**config.mk**
```make
export PLATFORM = sky130hd
export DESIGN_NAME = midi_byte_stream_framer_flat
export DESIGN_NICKNAME = d
export VERILOG_FILES = /design/src/hw/rtl/mbsf_pkg.sv /design/src/hw/rtl/mbsf_in_if.sv /design/src/hw/rtl/mbsf_out_if.sv /design/src/hw/rtl/mbsf_front.sv /design/src/hw/rtl/mbsf_queue.sv /design/src/hw/rtl/mbsf_back.sv /design/src/hw/rtl/midi_byte_stream_framer.sv /design/src/flat_wrapper.sv
export SDC_FILE = /design/constraint.sdc
export NUM_CORES = 1
export LEC_CHECK = 0
export BUFFER_PORTS_ARGS = -buffer_cell sky130_fd_sc_hd__buf_2
export CORE_ASPECT_RATIO = 1.4
export CORE_MARGIN = 10
export CORE_UTILIZATION = 50
export DETAILED_ROUTE_END_ITERATION = 8
export PLACE_DENSITY = 0.77
export SLEW_MARGIN = 10
export SYNTH_ARGS = -nofsm -noshare
export SYNTH_HDL_FRONTEND = slang
export SYNTH_HIERARCHICAL = 1
export SYNTH_SLANG_ARGS = --single-unit
export TNS_END_PERCENT = 30
```
**constraint.sdc**
```tcl
create_clock -name clk -period 6.5 [get_ports clk]
set_input_delay 1.3 -clock clk [delete_from_list [all_inputs] [get_ports clk]]
set_output_delay 1.3 -clock clk [all_outputs]
set_load 0.005 [all_outputs]
```
**src/hw/rtl/mbsf_pkg.sv**
```systemverilog
// ----------------------------------------------------------------------------
// mbsf_pkg: shared types and constants of the midi byte stream framer
// byte codes, the status length table and the queue entry format
// ----------------------------------------------------------------------------
package mbsf_pkg;

    localparam logic [7:0] STATUS_MASK = 8'h80;
    localparam logic [7:0] SYSEX_START = 8'hF0;
    localparam logic [7:0] SYSEX_END   = 8'hF7;

    localparam logic KIND_SHORT = 1'b0;
    localparam logic KIND_SYSEX = 1'b1;

    // message length by status bits 6:4 (8x..Fx)
    localparam logic [1:0] LEN_TABLE [8] = '{2'd3, 2'd3, 2'd3, 2'd3,
                                             2'd2, 2'd2, 2'd3, 2'd1};

    // one result item as it travels from the front end to the back end
    typedef struct packed {
        logic        kind;
        logic [23:0] payload;
        logic [1:0]  length;
        logic        first;
        logic        last;
    } entry_t;

endpackage

```
**src/hw/rtl/mbsf_in_if.sv**
```systemverilog
// ----------------------------------------------------------------------------
// mbsf_in_if: byte request channel
// valid/ready handshake carrying one raw midi byte
// ----------------------------------------------------------------------------
interface mbsf_in_if;
    logic       valid;
    logic       ready;
    logic [7:0] data_byte;

    modport source (output valid, output data_byte, input ready);
    modport sink   (input valid, input data_byte, output ready);
endinterface

```
**src/hw/rtl/mbsf_out_if.sv**
```systemverilog
// ----------------------------------------------------------------------------
// mbsf_out_if: message request channel
// valid/ready handshake carrying one framed short message or sysex byte
// ----------------------------------------------------------------------------
interface mbsf_out_if;
    logic        valid;
    logic        ready;
    logic        out_kind;
    logic [23:0] short_message;
    logic [1:0]  message_length;
    logic [7:0]  sysex_byte;
    logic        sysex_first;
    logic        sysex_last;

    modport source (output valid, output out_kind, output short_message,
                    output message_length, output sysex_byte,
                    output sysex_first, output sysex_last, input ready);
    modport sink   (input valid, input out_kind, input short_message,
                    input message_length, input sysex_byte,
                    input sysex_first, input sysex_last, output ready);
endinterface

```
**src/hw/rtl/mbsf_front.sv**
```systemverilog
// ----------------------------------------------------------------------------
// mbsf_front: byte classifier and framing state
// decodes each accepted byte, updates framing state, pushes result entries
// ----------------------------------------------------------------------------
module mbsf_front
    import mbsf_pkg::*;
#(
    parameter int SYSEX_LIMIT = 1026
)
(
    input  logic       clk,
    input  logic       rst_n,
    input  logic       take,
    input  logic [7:0] data_byte,
    output logic       push,
    output entry_t     entry
);

    localparam int PosW = $clog2(SYSEX_LIMIT + 1);
    localparam logic [PosW-1:0] LimitVal = PosW'(SYSEX_LIMIT);

    logic [PosW-1:0] pos_reg, pos_next;
    logic [1:0]      exp_reg, exp_next;
    logic [23:0]     word_reg, word_next;
    logic            sysex_reg, sysex_next;

    logic            restart;
    logic [PosW-1:0] pos_a, pos_inc;
    logic [1:0]      exp_a;
    logic [23:0]     word_a, word_ins;
    logic            sysex_a;
    logic            last;
    logic            result;

    always_comb
    begin
        restart = ((data_byte & STATUS_MASK) != 8'h00) &&
                  !(data_byte == SYSEX_END && sysex_reg);
        pos_a   = restart ? '0 : pos_reg;
        exp_a   = restart ? LEN_TABLE[data_byte[6:4]] : exp_reg;
        word_a  = restart ? 24'h0 : word_reg;
        sysex_a = sysex_reg || (restart && data_byte == SYSEX_START);
        pos_inc = pos_a + PosW'(1);

        // byte lane for the short message
        case (pos_a[1:0])
            2'd0:    word_ins = {16'h0, data_byte};
            2'd1:    word_ins = {8'h0, data_byte, 8'h0};
            default: word_ins = {data_byte, 16'h0};
        endcase

        last       = (data_byte == SYSEX_END) || (pos_inc >= LimitVal);
        pos_next   = pos_a;
        exp_next   = exp_a;
        word_next  = word_a;
        sysex_next = sysex_a;
        result     = 1'b0;
        entry      = '0;

        if (sysex_a)
        begin
            pos_next      = pos_inc;
            sysex_next    = !last;
            exp_next      = last ? 2'd0 : exp_a;
            result        = 1'b1;
            entry.kind    = KIND_SYSEX;
            entry.payload = {16'h0, data_byte};
            entry.first   = (pos_a == '0);
            entry.last    = last;
        end
        else if (exp_a != 2'd0 && pos_a < PosW'(exp_a))
        begin
            pos_next      = pos_inc;
            word_next     = word_a | word_ins;
            result        = (pos_inc == PosW'(exp_a));
            entry.kind    = KIND_SHORT;
            entry.payload = word_a | word_ins;
            entry.length  = exp_a;
        end
    end

    assign push = take && result;

    always_ff @(posedge clk or negedge rst_n)
    begin
        if (!rst_n)
        begin
            pos_reg   <= '0;
            exp_reg   <= 2'd0;
            word_reg  <= 24'h0;
            sysex_reg <= 1'b0;
        end
        else if (take)
        begin
            pos_reg   <= pos_next;
            exp_reg   <= exp_next;
            word_reg  <= word_next;
            sysex_reg <= sysex_next;
        end
    end

    a_last_ends_sysex: assert property (@(posedge clk) disable iff (!rst_n)
        (push && entry.kind == KIND_SYSEX && entry.last) |=> !sysex_reg)
        else $error("sysex mode still on after last byte");

    a_pos_in_short: assert property (@(posedge clk) disable iff (!rst_n)
        (!sysex_reg && exp_reg != 2'd0) |-> (pos_reg <= PosW'(exp_reg)))
        else $error("short message position beyond expected length");

endmodule

```
**src/hw/rtl/mbsf_queue.sv**
```systemverilog
// ----------------------------------------------------------------------------
// mbsf_queue: two-entry result queue
// decouples the front end from the output stage
// ----------------------------------------------------------------------------
module mbsf_queue
    import mbsf_pkg::*;
(
    input  logic   clk,
    input  logic   rst_n,
    input  logic   push,
    input  entry_t push_entry,
    input  logic   pop,
    output logic   not_empty,
    output logic   not_full,
    output entry_t head
);

    localparam int Depth = 2;
    localparam int PtrW  = $clog2(Depth);

    entry_t            mem_reg [Depth];
    logic [PtrW-1:0]   wr_reg, rd_reg;
    logic [PtrW:0]     count_reg;

    assign not_empty = (count_reg != '0);
    assign not_full  = (count_reg != (PtrW + 1)'(Depth));
    assign head      = mem_reg[rd_reg];

    always_ff @(posedge clk)
    begin
        if (push)
        begin
            mem_reg[wr_reg] <= push_entry;
        end
    end

    always_ff @(posedge clk or negedge rst_n)
    begin
        if (!rst_n)
        begin
            wr_reg    <= '0;
            rd_reg    <= '0;
            count_reg <= '0;
        end
        else
        begin
            if (push)
            begin
                wr_reg <= wr_reg + PtrW'(1);
            end
            if (pop)
            begin
                rd_reg <= rd_reg + PtrW'(1);
            end
            if (push && !pop)
            begin
                count_reg <= count_reg + (PtrW + 1)'(1);
            end
            else if (pop && !push)
            begin
                count_reg <= count_reg - (PtrW + 1)'(1);
            end
        end
    end

    a_no_overflow: assert property (@(posedge clk) disable iff (!rst_n)
        !not_full |-> (!push || pop))
        else $error("push into full queue");

endmodule

```
**src/hw/rtl/mbsf_back.sv**
```systemverilog
// ----------------------------------------------------------------------------
// mbsf_back: output stage
// expands queue entries into message fields and holds them in a register
// ----------------------------------------------------------------------------
module mbsf_back
    import mbsf_pkg::*;
(
    input  logic         clk,
    input  logic         rst_n,
    input  logic         has_entry,
    input  entry_t       head,
    output logic         pop,
    mbsf_out_if.source   messages
);

    logic        valid_reg;
    logic        kind_reg;
    logic [23:0] short_reg;
    logic [1:0]  length_reg;
    logic [7:0]  sysex_reg;
    logic        first_reg;
    logic        last_reg;

    assign pop = has_entry && (!valid_reg || messages.ready);

    always_ff @(posedge clk or negedge rst_n)
    begin
        if (!rst_n)
        begin
            valid_reg <= 1'b0;
        end
        else if (!valid_reg || messages.ready)
        begin
            valid_reg <= has_entry;
        end
    end

    always_ff @(posedge clk)
    begin
        if (pop)
        begin
            kind_reg <= head.kind;
            if (head.kind == KIND_SYSEX)
            begin
                short_reg  <= 24'h0;
                length_reg <= 2'd0;
                sysex_reg  <= head.payload[7:0];
                first_reg  <= head.first;
                last_reg   <= head.last;
            end
            else
            begin
                short_reg  <= head.payload;
                length_reg <= head.length;
                sysex_reg  <= 8'h0;
                first_reg  <= 1'b0;
                last_reg   <= 1'b0;
            end
        end
    end

    assign messages.valid          = valid_reg;
    assign messages.out_kind       = kind_reg;
    assign messages.short_message  = short_reg;
    assign messages.message_length = length_reg;
    assign messages.sysex_byte     = sysex_reg;
    assign messages.sysex_first    = first_reg;
    assign messages.sysex_last     = last_reg;

    a_short_has_length: assert property (@(posedge clk) disable iff (!rst_n)
        (valid_reg && kind_reg == KIND_SHORT) |-> (length_reg != 2'd0))
        else $error("short message with zero length");

endmodule

```
**src/hw/rtl/midi_byte_stream_framer.sv**
```systemverilog
// ----------------------------------------------------------------------------
// midi_byte_stream_framer: midi byte stream to message framer
// frames raw midi bytes into short messages and streamed sysex bytes
// ----------------------------------------------------------------------------
// usage
//   bytes    : one raw midi byte per request (data_byte, bit 7 marks status)
//   messages : one request per completed short message (out_kind 0, packed
//              little-endian in short_message, message_length 1..3) or per
//              sysex byte (out_kind 1, sysex_byte with first/last marks)
//   throughput: one byte per cycle, sustained, as long as messages drains
//   path: a message that completes on an accepted byte is written into the
//              two-entry queue as that byte is taken, then loaded into the
//              output register once the output stage is free
//   stall: when messages is held off, results collect in the queue and the
//              output register; bytes.ready drops only when the queue is full
//   reset: framing state clears (no message open, sysex off), queue and
//              output stage empty; bytes.ready is high right after reset
//   SYSEX_LIMIT sets how many bytes a sysex message may stream before it is
//              closed with the last mark
// ----------------------------------------------------------------------------
module midi_byte_stream_framer
    import mbsf_pkg::*;
#(
    parameter int SYSEX_LIMIT = 1026
)
(
    input  logic        clk,
    input  logic        rst_n,
    mbsf_in_if.sink     bytes,
    mbsf_out_if.source  messages
);

    // front end to queue
    logic   take;
    logic   push;
    entry_t push_entry;

    // queue to back end
    logic   q_not_empty;
    logic   q_not_full;
    logic   pop;
    entry_t head;

    // a byte is taken whenever the queue has room for its possible result
    assign bytes.ready = q_not_full;
    assign take        = bytes.valid && q_not_full;

    // classifier and framing state
    mbsf_front #(
        .SYSEX_LIMIT (SYSEX_LIMIT)
    ) u_front (
        .clk       (clk),
        .rst_n     (rst_n),
        .take      (take),
        .data_byte (bytes.data_byte),
        .push      (push),
        .entry     (push_entry)
    );

    // decoupling queue
    mbsf_queue u_queue (
        .clk        (clk),
        .rst_n      (rst_n),
        .push       (push),
        .push_entry (push_entry),
        .pop        (pop),
        .not_empty  (q_not_empty),
        .not_full   (q_not_full),
        .head       (head)
    );

    // field expansion and output register
    mbsf_back u_back (
        .clk       (clk),
        .rst_n     (rst_n),
        .has_entry (q_not_empty),
        .head      (head),
        .pop       (pop),
        .messages  (messages)
    );

endmodule
```
**src/flat_wrapper.sv**
```systemverilog
// flat-port wrapper written by rule: the top's interface ports become plain ports
module midi_byte_stream_framer_flat import mbsf_pkg::*;
#(
    parameter int SYSEX_LIMIT = 1026
)
  (clk, rst_n, bytes_valid, bytes_data_byte, bytes_ready, messages_valid, messages_out_kind, messages_short_message, messages_message_length, messages_sysex_byte, messages_sysex_first, messages_sysex_last, messages_ready);
  mbsf_in_if bytes_i ();
  mbsf_out_if messages_i ();
  input  logic clk;
  input  logic rst_n;
  input wire logic [$bits(bytes_i.valid)-1:0] bytes_valid;
  input wire logic [$bits(bytes_i.data_byte)-1:0] bytes_data_byte;
  output wire logic [$bits(bytes_i.ready)-1:0] bytes_ready;
  output wire logic [$bits(messages_i.valid)-1:0] messages_valid;
  output wire logic [$bits(messages_i.out_kind)-1:0] messages_out_kind;
  output wire logic [$bits(messages_i.short_message)-1:0] messages_short_message;
  output wire logic [$bits(messages_i.message_length)-1:0] messages_message_length;
  output wire logic [$bits(messages_i.sysex_byte)-1:0] messages_sysex_byte;
  output wire logic [$bits(messages_i.sysex_first)-1:0] messages_sysex_first;
  output wire logic [$bits(messages_i.sysex_last)-1:0] messages_sysex_last;
  input wire logic [$bits(messages_i.ready)-1:0] messages_ready;
  assign bytes_i.valid = bytes_valid;
  assign bytes_i.data_byte = bytes_data_byte;
  assign bytes_ready = bytes_i.ready;
  assign messages_valid = messages_i.valid;
  assign messages_out_kind = messages_i.out_kind;
  assign messages_short_message = messages_i.short_message;
  assign messages_message_length = messages_i.message_length;
  assign messages_sysex_byte = messages_i.sysex_byte;
  assign messages_sysex_first = messages_i.sysex_first;
  assign messages_sysex_last = messages_i.sysex_last;
  assign messages_i.ready = messages_ready;
  midi_byte_stream_framer #(.SYSEX_LIMIT(SYSEX_LIMIT)) u_core (.clk(clk), .rst_n(rst_n), .bytes(bytes_i), .messages(messages_i));
endmodule
```
-- After elaboration in Yosys (flattened, before gate mapping)
Memories as Yosys holds them, arrays and structs flattened.
Index checks and enable logic that the tools add are counted.
- RAM bits: 58
- word-level logic and storage cells: 76
- output and inout bits: 39
- input port bits: 12
- ROM bits: 16
- memories kept: 2
- register bits after elaboration: 80
- memories (memory ; depth ; width ; rd ports ; clocked after memory_dff ; write ports ; line ; text):
    u_core.u_queue.mem_reg ; 2 ; 29 ; 1 ; 0 ; 1 ; mbsf_queue.sv:21 ; entry_t mem_reg [Depth];
    (name not given) ; 8 ; 2 ; 1 ; 0 ; 0 ; mbsf_front.sv:40 ; exp_a = restart ? LEN_TABLE[data_byte[6:4]] : exp_reg;
- muxes and demuxes: 23
- reduce and logical (&&, ||, !) cells: 22
- bitwise logic cells: 2
- equal/unequal tests: 5
- order comparisons: 3
- add/sub/neg operators: 5
- operator list (kind ; count):
    2-to-1 mux 24 bit ; 3
    case mux 24 bit (2 select lines) ; 1
    2-to-1 mux 11 bit ; 3
    2-to-1 mux 26 bit ; 1
    2-to-1 mux 25 bit ; 1
    bitwise OR 24 bit ; 1
    2-to-1 mux 2 bit ; 9
    equality test 8 bit, second input constant ; 2
    adder 11 x 1 -> 11 bit, second input constant ; 1
    equality test 11 x 2 -> 1 bit ; 1
    >= comparator 11 bit, second input constant ; 1
    zero test 11 bit ; 1
    < comparator 11 x 2 -> 1 bit ; 1
    logical AND 1 bit ; 9
    nonzero test 2 bit ; 3
    zero test 1 bit ; 5
    2-to-1 mux 1 bit ; 5
    >= comparator 4 bit, second input constant ; 1
    inverter 3 -> 4 bit ; 1
    logical OR 1 bit ; 3
    adder 1 bit, second input constant ; 2
    adder 2 x 1 -> 2 bit, second input constant ; 1
    equality test 2 x 1 -> 1 bit, second input constant ; 1
    zero test 2 bit ; 1
    2 further kinds ; 2

-- Longest topological paths before layout
Gate-level depths: netlist of the first run.
- depth after elaboration: 14
- mapped depth: 16
- gate-level depth less buffers: 14

-- By module
The synthesis of the first run kept the hierarchy.
- modules (own cells, without submodules) (module ; seq. area each (um^2) ; cells each ; area an instance (um^2) ; times used):
    mbsf_front ; 950.9 ; 283 ; 2575.0 ; 1
    mbsf_queue ; 1841.8 ; 106 ; 2399.8 ; 1
    mbsf_back ; 1136.1 ; 80 ; 1401.3 ; 1
    midi_byte_stream_framer ; 0.0 ; 1 ; 6.3 ; 1

-- Least setup slack after synthesis of the first run
Ideal clock, no wire load.
- path type: input to register
- start: input port bytes_data_byte[4]
- end: memory u_core/u_queue/mem_reg[0][0] (netlist name) (enable)
- required time: 6.082 ns
- slack: 0.651 ns
- arrival: 5.430 ns
- stages on the path: 11
- path buffers: 2
- setup time: 0.418 ns
- cell sequence: clkbuf_1 nand3_1 o31a_1 clkbuf_1 nor2_1 ha_1 a21oi_1 o21ai_2 or4b_1 a21oi_1 nor2b_1
- cells in the longest elaborated chain, start to end: 12
- elaborated cells between the ends (all ways): 23
- those cells by class: add/sub: 1; order compare: 1; eq/ne: 3; mux: 8; bitwise: 1; reduce/logical: 8; memory: 1
- ends and longest elaborated chain (what ; line ; text):
    from (decl) ; flat_wrapper.sv:12 ; input wire logic [$bits(bytes_i.data_byte)-1:0] bytes_data_byte;
    equality test 8 bit / inverter 3 -> 4 bit (equally long branches) ; mbsf_front.sv:38, mbsf_front.sv:40 ;
    logical AND 1 bit / memory read (8 x 2 bit) (equally long branches) ; -- ;
    zero test 1 bit / 2-to-1 mux 2 bit (equally long branches) ; mbsf_front.sv:38, mbsf_front.sv:40 ;
    logical AND 1 bit / 2-to-1 mux 2 bit (equally long branches) ; mbsf_front.sv:37, mbsf_front.sv:40 ;
    2-to-1 mux 11 bit / 2-to-1 mux 2 bit (equally long branches) ; mbsf_front.sv:39, mbsf_front.sv:40 ;
    adder 11 x 1 -> 11 bit, or another cell as far along ; mbsf_front.sv:43 ; pos_inc = pos_a + PosW'(1);
    equality test 11 x 2 -> 1 bit / logical AND 1 bit (equally long branches) ; mbsf_front.sv:75, mbsf_front.sv:71 ;
    2-to-1 mux 1 bit ; mbsf_front.sv:71 ; else if (exp_a != 2'd0 && pos_a < PosW'(exp_a))
    2-to-1 mux 1 bit * ; mbsf_front.sv:60 ; if (sysex_a)
    logical AND 1 bit * ; mbsf_front.sv:82 ; assign push = take && result;
    via u_core.push ; midi_byte_stream_framer.sv:35 ; logic push;
    2-to-1 mux 1 bit * ; mbsf_queue.sv:31 ; if (push)
    2-to-1 mux 1 bit (implied by the code) * ; mbsf_queue.sv:33 ; mem_reg[wr_reg] <= push_entry;
    to (decl) ; mbsf_queue.sv:21 ;
The timed path passes the listed nets; every way through them passes the cells marked *. The select of a mux whose other input is x is not followed.

-- Final worst setup path of the first run
- start: input port bytes_data_byte[7]
- end: memory u_core/u_queue/mem_reg[0][18] (netlist name) (enable)
- cells in the longest elaborated chain, start to end: 12
- elaborated cells between the ends (all ways): 19
- those cells by class: add/sub: 1; order compare: 1; eq/ne: 3; mux: 6; reduce/logical: 8
- ends and longest elaborated chain (what ; line ; text):
    equality test 8 bit ; mbsf_front.sv:38 ; !(data_byte == SYSEX_END && sysex_reg);
    logical AND 1 bit ; mbsf_front.sv:38 ;
    zero test 1 bit ; mbsf_front.sv:38 ;
    logical AND 1 bit ; mbsf_front.sv:37 ; restart = ((data_byte & STATUS_MASK) != 8'h00) &&
    2-to-1 mux 11 bit / 2-to-1 mux 2 bit (equally long branches) ; mbsf_front.sv:39, mbsf_front.sv:40 ;
    adder 11 x 1 -> 11 bit, or another cell as far along ; mbsf_front.sv:43 ;
    equality test 11 x 2 -> 1 bit / logical AND 1 bit (equally long branches) ; mbsf_front.sv:75, mbsf_front.sv:71 ;
    2-to-1 mux 1 bit ; mbsf_front.sv:71 ;
    2-to-1 mux 1 bit * ; mbsf_front.sv:60 ;
    logical AND 1 bit * ; mbsf_front.sv:82 ;
    via u_core.push ; midi_byte_stream_framer.sv:35 ;
    2-to-1 mux 1 bit * ; mbsf_queue.sv:31 ;
    2-to-1 mux 1 bit (implied by the code) * ; mbsf_queue.sv:33 ;
The timed path passes the listed nets; every way through them passes the cells marked *.

==> flow_summary_export.csv, run 1 <==
group,metric,value,unit
outcome,status,"finished clean",
timing,fin_hold_ws,0.4960,ns
placement,dpl.hpwl,9.745,mm
timing,setup_viol,0,
placement,port_buffers,50,
synth,yosysUniqueCellTypes,63,
placement,placed_area,6699,sq um
detailed_routing,routed_wl,14.29,mm
timing,report.final.hold_viol_count,0,
timing,report.final.slew_viol_count,0,
synth,synth-seq-cells,138,
synth,yosysMostFrequentCell,"edfxtp_1",
floorplan,die_area,17750,sq um
detailed_routing,antenna_left,0,
floorplan,start_util,51.34,%
synth,synth-edff-count,95,
grt,use_met2,28.25,%
synth,synth_top_area_share,44.70,%
synth,synthesis.nets,489,
worst_setup_path,path_class,"in2reg",
synth,async_flop_share,31.16,%
floorplan,rows,48,
min_path,hold_depth,1,
detailed_routing,drc_errors,0,
synth,syn_inst,470,
floorplan,die_height,153.7,um
final_layout,nNetsFinal,533,
min_path,hp-class,"reg2reg",
final_layout,syn2layout_area_growth,14.13,%
clocking,hold_buffers,0,
grt,first_global_vias,4074,
timing,tns,0,ns
floorplan,die_w,115.5,um
clocking,post-cts-setup-buffer-count,0,
detailed_routing,via_per_inst,6.086,
timing,fin_crit_sh,78.00,%
worst_setup_path,r2r_slack,2.11,ns
clocking,clock-sinks,138,
timing,fin_crit,5.070,ns
grt,antenna_found_initial,0,
worst_setup_path,startpoint_type,"input port",
clocking,clk_path_buf_depth,2,
final_layout,drive_above_1_share,24.29,%
synth,synth_top_area_cell,"edfxtp_1",
worst_setup_path,critical_path_required,6.57,ns
timing,maxSlewHeadroom,29.74,%
clocking,numCtsBuffers,17,
clocking,tritoncts,"built",
grt,grt_use_met3,5.062,%
placement,gp_congestion,0.8891,
worst_setup_path,rr_worst_depth,12,
final_layout,final_area,7284,sq um
synth,ys_warn_count,6,
power,p_leak,2.952,nW
final_layout,largest_reg_flops,58,
synth,ys.flop_type,"edfxtp_1",
grt,grt_pass1_wl,22.63,mm
detailed_routing,drtIter0Drc,384,
synth,synth_area,6382,sq um
clocking,clk_pin_slew,0.06,ns
synth,syn_avg_cell_area,13.58,sq um
synth,ys_top_cells_by_count,"95 x edfxtp_1, 43 x dfrtp_1, 37 x a22o_1, 29 x mux2_4, 27 x nor2b_1",
final_layout,final_util,58.60,%
synth,ys_seq_area_share,61.56,%
clocking,clkLatencyLatePin,0.41,ns
synth,synthTopCellsByArea,"edfxtp_1 45%, dfrtp_1 17%, mux2_4 6.8%",
grt,global_route.usage.met1,18.48,%
worst_setup_path,arrival,5.14,ns
floorplan,coreArea,12430,sq um
timing,max_freq,197.2,MHz
worst_setup_path,endpoint_kind,"flop",
grt,grt_max_degree,44,
grt,overflow,0,
detailed_routing,wl_per_cell,21.10,um
grt,track_usage,16.59,%
worst_setup_path,cp_max_fo,29,
job,drv_cap,0,
power,ir_drop,0.2285,mV
floorplan,io_pins,51,
timing,fin_skew,0.01274,ns
final_layout,diodes,0,
detailed_routing,first_pass_iters,6,
clocking,htreeDepth,4,
timing,worst_pin_slew,1.049,ns
power,pwr_density_cell,478.8,nW/um^2
detailed_routing,vias,4120,
clocking,clockRootBuffer,"clkbuf_16",
clocking,cts_resized,0,
timing,rsz0062_at_grt,"false",
grt,busiest_layer,"met2",
final_layout,nFillCells,977,
==> power breakdown <==
part           switching [W]  internal (W)
Combinational       0.000611      0.000465
Clock               0.000353      0.000599
Sequential          0.000130       0.00133
==> kinds of logic after synthesis <==
logic type,after synthesis,synth area share (%)
buffers and inverters,46,3.607
and+or+nand+nor,131,12.23
DFF,138,61.56
xor gates and xnor gates,5,0.6861
adders and majority gates,7,1.372
muxes,31,7.136
AOI/OAI and AO/OA,112,13.41
==> cell type report <==
type / count / area, sq um / area share, %
inverter: 16 / 60.06 / 0.8245
clock inverter: 13 / 152.6 / 2.095
clock buffer: 19 / 432.9 / 5.943
sequential: 138 / 3929 / 53.93
timing repair buffer: 55 / 287.8 / 3.951
tap: 150 / 187.7 / 2.576
multi-input combinational: 286 / 2235 / 30.68
==> critical path: stages <==
cell	delay, ns
buf_2	0.26
nand3b_1	0.28
o31a_1	0.54
nor2_1	0.29
inv_1	0.12
ha_1	0.39
nor2b_1	0.19
mux2i_1	0.15
nand4_1	0.14
or4b_1	0.53
a21oi_1	0.34
nor2b_2	0.23
buf_4	0.37
==> per-stage QoR <==
stage,cells,worst slack (ns),power [W]
2_1_floorplan,470,0.6512,0.002209
3_3_place_gp,645,1.292,0.002518
3_5_place_dp,645,1.145,0.002549
4_1_cts,677,1.507,0.003515
5_1_grt,677,1.138,0.003679
6_report,677,1.430,0.003488
==> placed cells by master, fill, tap and decap left out, types with 8 or more instances in the layout <==
| cell | count |
|---|---|
| o21ai_0 | 12 |
| buf_2 | 50 |
| dfrtp_1 | 43 |
| nand3_1 | 8 |
| clkbuf_16 | 17 |
| mux2_4 | 29 |
| a22o_1 | 37 |
| nor2b_1 | 26 |
| edfxtp_1 | 95 |
| nand2_1 | 17 |
| nor2_1 | 20 |
| a21oi_1 | 18 |
| inv_1 | 14 |
| and2_1 | 13 |
==> per-layer routing <==
metal / vias to the layer above / part of all wire [%] / wire length [um]
met3: 44 / 6.9 / 980
met2: 196 / 52 / 7451
li1: 1876 / - / -
met1: 2004 / 37 / 5331
met4: 0 / 3.7 / 522
met5: - / 0 / 0
==> final timing paths <==
| path | startpoint | end |
|---|---|---|
| min | u_core/u_queue/count_reg[1]$_DFFE_PN0P_ | u_core/u_queue/count_reg[1]$_DFFE_PN0P_ |
| min in group asynchronous | rst_n | u_core/u_front/pos_reg[6]$_DFFE_PN0P_ |
| min reg2reg | u_core/u_queue/count_reg[1]$_DFFE_PN0P_ | u_core/u_queue/count_reg[1]$_DFFE_PN0P_ |
| max in group asynchronous | rst_n | u_core/u_queue/count_reg[0]$_DFFE_PN0P_ |
| max | bytes_data_byte[7] | u_core/u_queue/mem_reg[0][18]$_DFFE_PP_ |
| max reg2reg | u_core/u_front/sysex_reg$_DFFE_PN0P_ | u_core/u_queue/mem_reg[0][18]$_DFFE_PP_ |
(Power assumes the default switching activity.)
==> inputs of run 2 (changes only) <==
Settings changed: PLACE_DENSITY 0.77 to 0.8.
Clock period 6.5 ns to 4.36 ns, I/O delays scaled along.
==> flow_summary_export.csv, run 2 (synthesized netlist as in run 1, its figures left out) <==
group,metric,value,unit
worst_setup_path,cp_top_family,"simple AND/OR/NAND/NOR gates",
worst_setup_path,cp_max_fo,29,
worst_setup_path,slowest_stage,"or4b_1",
grt,track_usage,15.91,%
timing,worst_pin_slew,0.9972,ns
timing,maxSlewHeadroom,33.52,%
grt,grt_max_degree,44,
grt,overflow,0,
detailed_routing,routed_wl,13.58,mm
clocking,numCtsBuffers,17,
timing,setup_viol,0,
timing,fin_crit_sh,87.42,%
clocking,cts_resized,0,
detailed_routing,wl_per_cell,19.63,um
final_layout,final_area,7472,sq um
worst_setup_path,path_buf_inv,3,
floorplan,start_util,51.34,%
timing,fin_crit,3.812,ns
clocking,clock-sinks,138,
grt,grt_pass1_wl,22.10,mm
final_layout,drive_above_1_share,26.99,%
power,ir_drop,0.3626,mV
clocking,htreeDepth,4,
clocking,clkLatencyLatePin,0.41,ns
timing,fin_skew,0.009573,ns
detailed_routing,drc_errors,0,
grt,first_global_vias,4270,
placement,gp_congestion,0.9235,
final_layout,nNetsFinal,547,
worst_setup_path,startpoint_type,"input port",
floorplan,io_pins,51,
floorplan,die_area,17750,sq um
worst_setup_path,arrival,3.92,ns
worst_setup_path,slowest_delay,0.56,ns
detailed_routing,vias,4173,
clocking,clk_pin_slew,0.06,ns
placement,port_buffers,50,
final_layout,largest_reg_flops,58,
final_layout,layout_common_cells,"95 x edfxtp_1, 50 x buf_2, 43 x dfrtp_1, 37 x a22o_1, 29 x mux2_4",
min_path,hp-class,"reg2reg",
outcome,status,"finished clean",
floorplan,die_w,115.5,um
detailed_routing,antenna_left,0,
worst_setup_path,path_class,"in2reg",
timing,report.final.hold_viol_count,0,
placement,dpl.hpwl,9.200,mm
power,pwr_density_cell,705.4,nW/um^2
timing,tns,0,ns
detailed_routing,via_per_inst,6.030,
floorplan,coreArea,12430,sq um
clocking,post-cts-setup-buffer-count,0,
grt,antenna_found_initial,0,
clocking,hold_buffers,0,
worst_setup_path,critical_path_required,4.47,ns
timing,rsz0062_at_grt,"false",
timing,report.final.slew_viol_count,0,
power,p_leak,3.040,nW
floorplan,die_height,153.7,um
worst_setup_path,endpoint_kind,"flop",
clocking,clk_path_buf_depth,2,
placement,placed_area,6867,sq um
final_layout,syn2layout_area_growth,17.08,%
clocking,tritoncts,"built",
job,drv_cap,0,
worst_setup_path,worstPathCellList,"buf_2, nand3_1, o31a_1, nor2_2, inv_1, ha_4, nor2b_1, mux2i_1, nand4_1, or4b_1, a21oi_2, nor2b_4, buf_12",
clocking,clockRootBuffer,"clkbuf_16",
detailed_routing,first_pass_iters,5,
detailed_routing,drtIter0Drc,420,
final_layout,nFillCells,898,
final_layout,final_common_cell,"edfxtp_1",
power,finalPower,0.005271,W
timing,max_freq,262.4,MHz
floorplan,rows,48,
==> run 2: final cells by class <==
cell class                 instances  area, sq um  share of cell area [%]
sequential                       138         3929                   52.58
multi-input combinational        286         2272                   30.41
clock buffer                      21        460.4                   6.162
timing repair buffer              69        417.9                   5.593
tap                              150        187.7                   2.512
clock inverter                    11        142.6                   1.909
inverter                          16        60.06                  0.8038
antenna                            1        2.502                 0.03349
==> run 2: worst paths after layout <==
check | slack [ns] | to | start | cells after the start
setup / recovery | 0.55 | u_core/u_queue/mem_reg[0][24]$_DFFE_PP_ | bytes_data_byte[5] | 13
hold / removal | 0.49 | u_core/u_queue/count_reg[1]$_DFFE_PN0P_ | u_core/u_queue/count_reg[1]$_DFFE_PN0P_ | 1
setup reg to reg | 0.82 | u_core/u_queue/mem_reg[0][24]$_DFFE_PP_ | u_core/u_front/sysex_reg$_DFFE_PN0P_ | 12
hold reg to reg | 0.49 | u_core/u_queue/count_reg[1]$_DFFE_PN0P_ | u_core/u_queue/count_reg[1]$_DFFE_PN0P_ | 1
max in group asynchronous | 3.11 | u_core/u_front/word_reg[21]$_DFFE_PN0P_ | rst_n | 1
min in group asynchronous | 0.61 | u_core/u_back/messages.valid$_DFFE_PN0P_ | rst_n | 1
==> run 2: per-layer routing <==
| metal | up-vias | GRT usage [%] | part of all wire (%) | wire, um |
|---|---|---|---|---|
| met2 | 187 | 28.09 | 54 | 7321 |
| met5 | - | 0 | 0 | 0 |
| met4 | 0 | 8.535 | 3.3 | 446 |
| li1 | 1898 | - | - | - |
| met1 | 2040 | 16.58 | 37 | 4971 |
| met3 | 48 | 4.283 | 6.2 | 845 |
==> run 2: where the power goes <==
part / leakage, nW / internal (W) / switching (W)
Sequential: 1.48 / 0.00198 / 0.000207
Combinational: 1.27 / 0.000755 / 0.000882
Clock: 0.287 / 0.000928 / 0.000521
Total: 3.04 / 0.00366 / 0.00161
==> run 2: through the flow <==
step	std cells	worst slack, ns	utilization [%]	hold WS (ns)
4_1_cts	691	0.5723	60.08	0.4976
2_1_floorplan	470	0.04328	-	0.4492
3_5_place_dp	659	0.1554	55.23	0.4751
5_1_grt	691	0.3584	60.08	0.5156
6_report	692	0.5484	60.10	0.4926
3_3_place_gp	659	0.2515	55.23	0.4691
==> inputs of run 3 (changes only) <==
Settings changed: CORE_MARGIN 10 to 3, PLACE_DENSITY 0.8 to 0.76.
==> flow_summary_export.csv, run 3 (synthesized netlist as in run 1, its figures left out) <==
group,metric,value,unit
timing,fin_crit_sh,86.37,%
power,ir_drop,0.3335,mV
floorplan,die_w,101.5,um
final_layout,syn2layout_area_growth,16.92,%
clocking,post-cts-setup-buffer-count,0,
clocking,clkLatencyLatePin,0.41,ns
timing,worst_pin_slew,0.9819,ns
clocking,hold_buffers,0,
placement,gp_congestion,0.9279,
timing,report.final.hold_viol_count,0,
grt,grt_pass1_wl,22.04,mm
worst_setup_path,endpoint_kind,"flop",
clocking,clock-sinks,138,
placement,dpl.hpwl,8.993,mm
final_layout,drive_above_1_share,27.41,%
floorplan,io_pins,51,
grt,track_usage,20.13,%
floorplan,die_area,14180,sq um
min_path,hold_depth,1,
final_layout,final_common_cell,"edfxtp_1",
power,intPower,0.003653,W
final_layout,nNetsFinal,546,
clocking,htreeDepth,4,
worst_setup_path,startpoint_type,"input port",
power,clkPwrFrac,27.5,%
power,p_sw_share,30.84,%
clocking,numCtsBuffers,17,
final_layout,layout_common_cells,"95 x edfxtp_1, 50 x buf_2, 43 x dfrtp_1, 37 x a22o_1, 29 x mux2_4",
power,pwr_density_cell,707.9,nW/um^2
placement,dp_slack,0.2045,ns
detailed_routing,antenna_left,0,
floorplan,die_height,139.7,um
clocking,tritoncts,"built",
timing,tns,0,ns
detailed_routing,vias,4230,
timing,setup_viol,0,
worst_setup_path,arrival,3.86,ns
min_path,worstHoldEndpoint,"u_core/u_queue/count_reg[1]$_DFFE_PN0P_",
worst_setup_path,r2r_end,"u_core/u_queue/mem_reg[0][10]$_DFFE_PP_",
outcome,status,"finished clean",
floorplan,coreArea,12430,sq um
job,drv_cap,0,
detailed_routing,wl_per_cell,19.71,um
power,p_comb_share,31.1,%
floorplan,rows,48,
timing,rsz0062_at_grt,"false",
min_path,hp-class,"reg2reg",
power,finalPower,0.005283,W
worst_setup_path,rr_worst_depth,11,
detailed_routing,drc_errors,0,
clocking,clk_path_buf_depth,2,
detailed_routing,first_pass_iters,5,
floorplan,start_util,51.34,%
worst_setup_path,timing.rr.start,"u_core/u_front/pos_reg[1]$_DFFE_PN0P_",
timing,report.final.slew_viol_count,0,
grt,first_global_vias,4136,
power,p_leak,3.041,nW
detailed_routing,via_per_inst,6.130,
grt,grt_max_degree,44,
detailed_routing,routed_wl,13.60,mm
power,power_frac_seq,41.3,%
grt,overflow,0,
final_layout,final_area,7462,sq um
clocking,clockRootBuffer,"clkbuf_16",
placement,port_buffers,50,
timing,fin_crit,3.766,ns
timing,maxSlewHeadroom,34.54,%
worst_setup_path,path_class,"in2reg",
grt,antenna_found_initial,0,
timing,fin_skew,0.01330,ns
final_layout,diodes,0,
clocking,cts_resized,0,
detailed_routing,drtIter0Drc,356,
min_path,hold_start,"u_core/u_queue/count_reg[1]$_DFFE_PN0P_",
timing,max_freq,265.6,MHz
final_layout,largest_reg_flops,58,
worst_setup_path,r2r_slack,0.88,ns
final_layout,nFillCells,928,
power,p_switching,0.001629,W
timing,setup_slack,0.5943,ns
worst_setup_path,cp_max_fo,29,
clocking,clk_pin_slew,0.06,ns
placement,placed_area,6859,sq um
worst_setup_path,critical_path_required,4.46,ns
==> run 3: through the flow <==
step,std cells,util (%),hold slack [ns]
after global placement,658,55.17,0.4699
after floorplan,470,-,0.4492
after detailed placement,658,55.17,0.4752
after global routing,690,60.02,0.5059
final,690,60.02,0.4842
after CTS,690,60.02,0.4884
==> run 3: cell type report <==
cell class	count	area, sq um	share of cell area, %
clock buffers	20	456.7	6.120
inverters	16	60.06	0.8048
clock inverters	12	146.4	1.962
flip-flops and latches	138	3929	52.65
multi-input cells	286	2272	30.45
repair buffers	68	410.4	5.500
well taps	150	187.7	2.515
==> run 3: power by group through the flow <==
stage | registers [W] | logic [W] | clock network [W]
global route | 0.00223 | 0.00178 | 0.00154
CTS | 0.00219 | 0.00165 | 0.00148
floorplan | 0.00217 | 0.00115 | 0
global placement | 0.00218 | 0.00159 | 0
detailed placement | 0.00220 | 0.00163 | 0
finish | 0.00218 | 0.00164 | 0.00146
==> run 3: worst max-delay path by stage <==
stage	endpoint	start	slack (ns)
after floorplan	u_core/u_queue/mem_reg[0][0]$_DFFE_PP_	bytes_data_byte[7]	0.04
after global routing	u_core/u_queue/mem_reg[0][27]$_DFFE_PP_	bytes_data_byte[0]	0.34
after detailed placement	u_core/u_queue/mem_reg[0][22]$_DFFE_PP_	bytes_data_byte[0]	0.20
final	u_core/u_queue/mem_reg[0][10]$_DFFE_PP_	bytes_data_byte[0]	0.59
after global placement	u_core/u_queue/mem_reg[0][20]$_DFFE_PP_	bytes_data_byte[0]	0.29
after CTS	u_core/u_queue/mem_reg[0][27]$_DFFE_PP_	bytes_data_byte[0]	0.60
==> run 3: layer usage <==
metal	share of wire [%]	routed length [um]	GRT usage, %
met5	0	0	0
met1	39	5370	24.78
met2	52	7117	33.55
met3	5.6	766	4.714
met4	2.5	344	8.543
==> run 3: worst max-delay path, cell delays in order <==
cell     delay (ns)
buf_2          0.19
nand3_1        0.26
o31a_1         0.40
nor2_2         0.16
inv_1          0.12
ha_4           0.26
nor2b_1        0.13
mux2i_1        0.13
nand4_1        0.13
or4b_1         0.54
a21oi_2        0.23
nor2b_4        0.21
buf_12         0.21
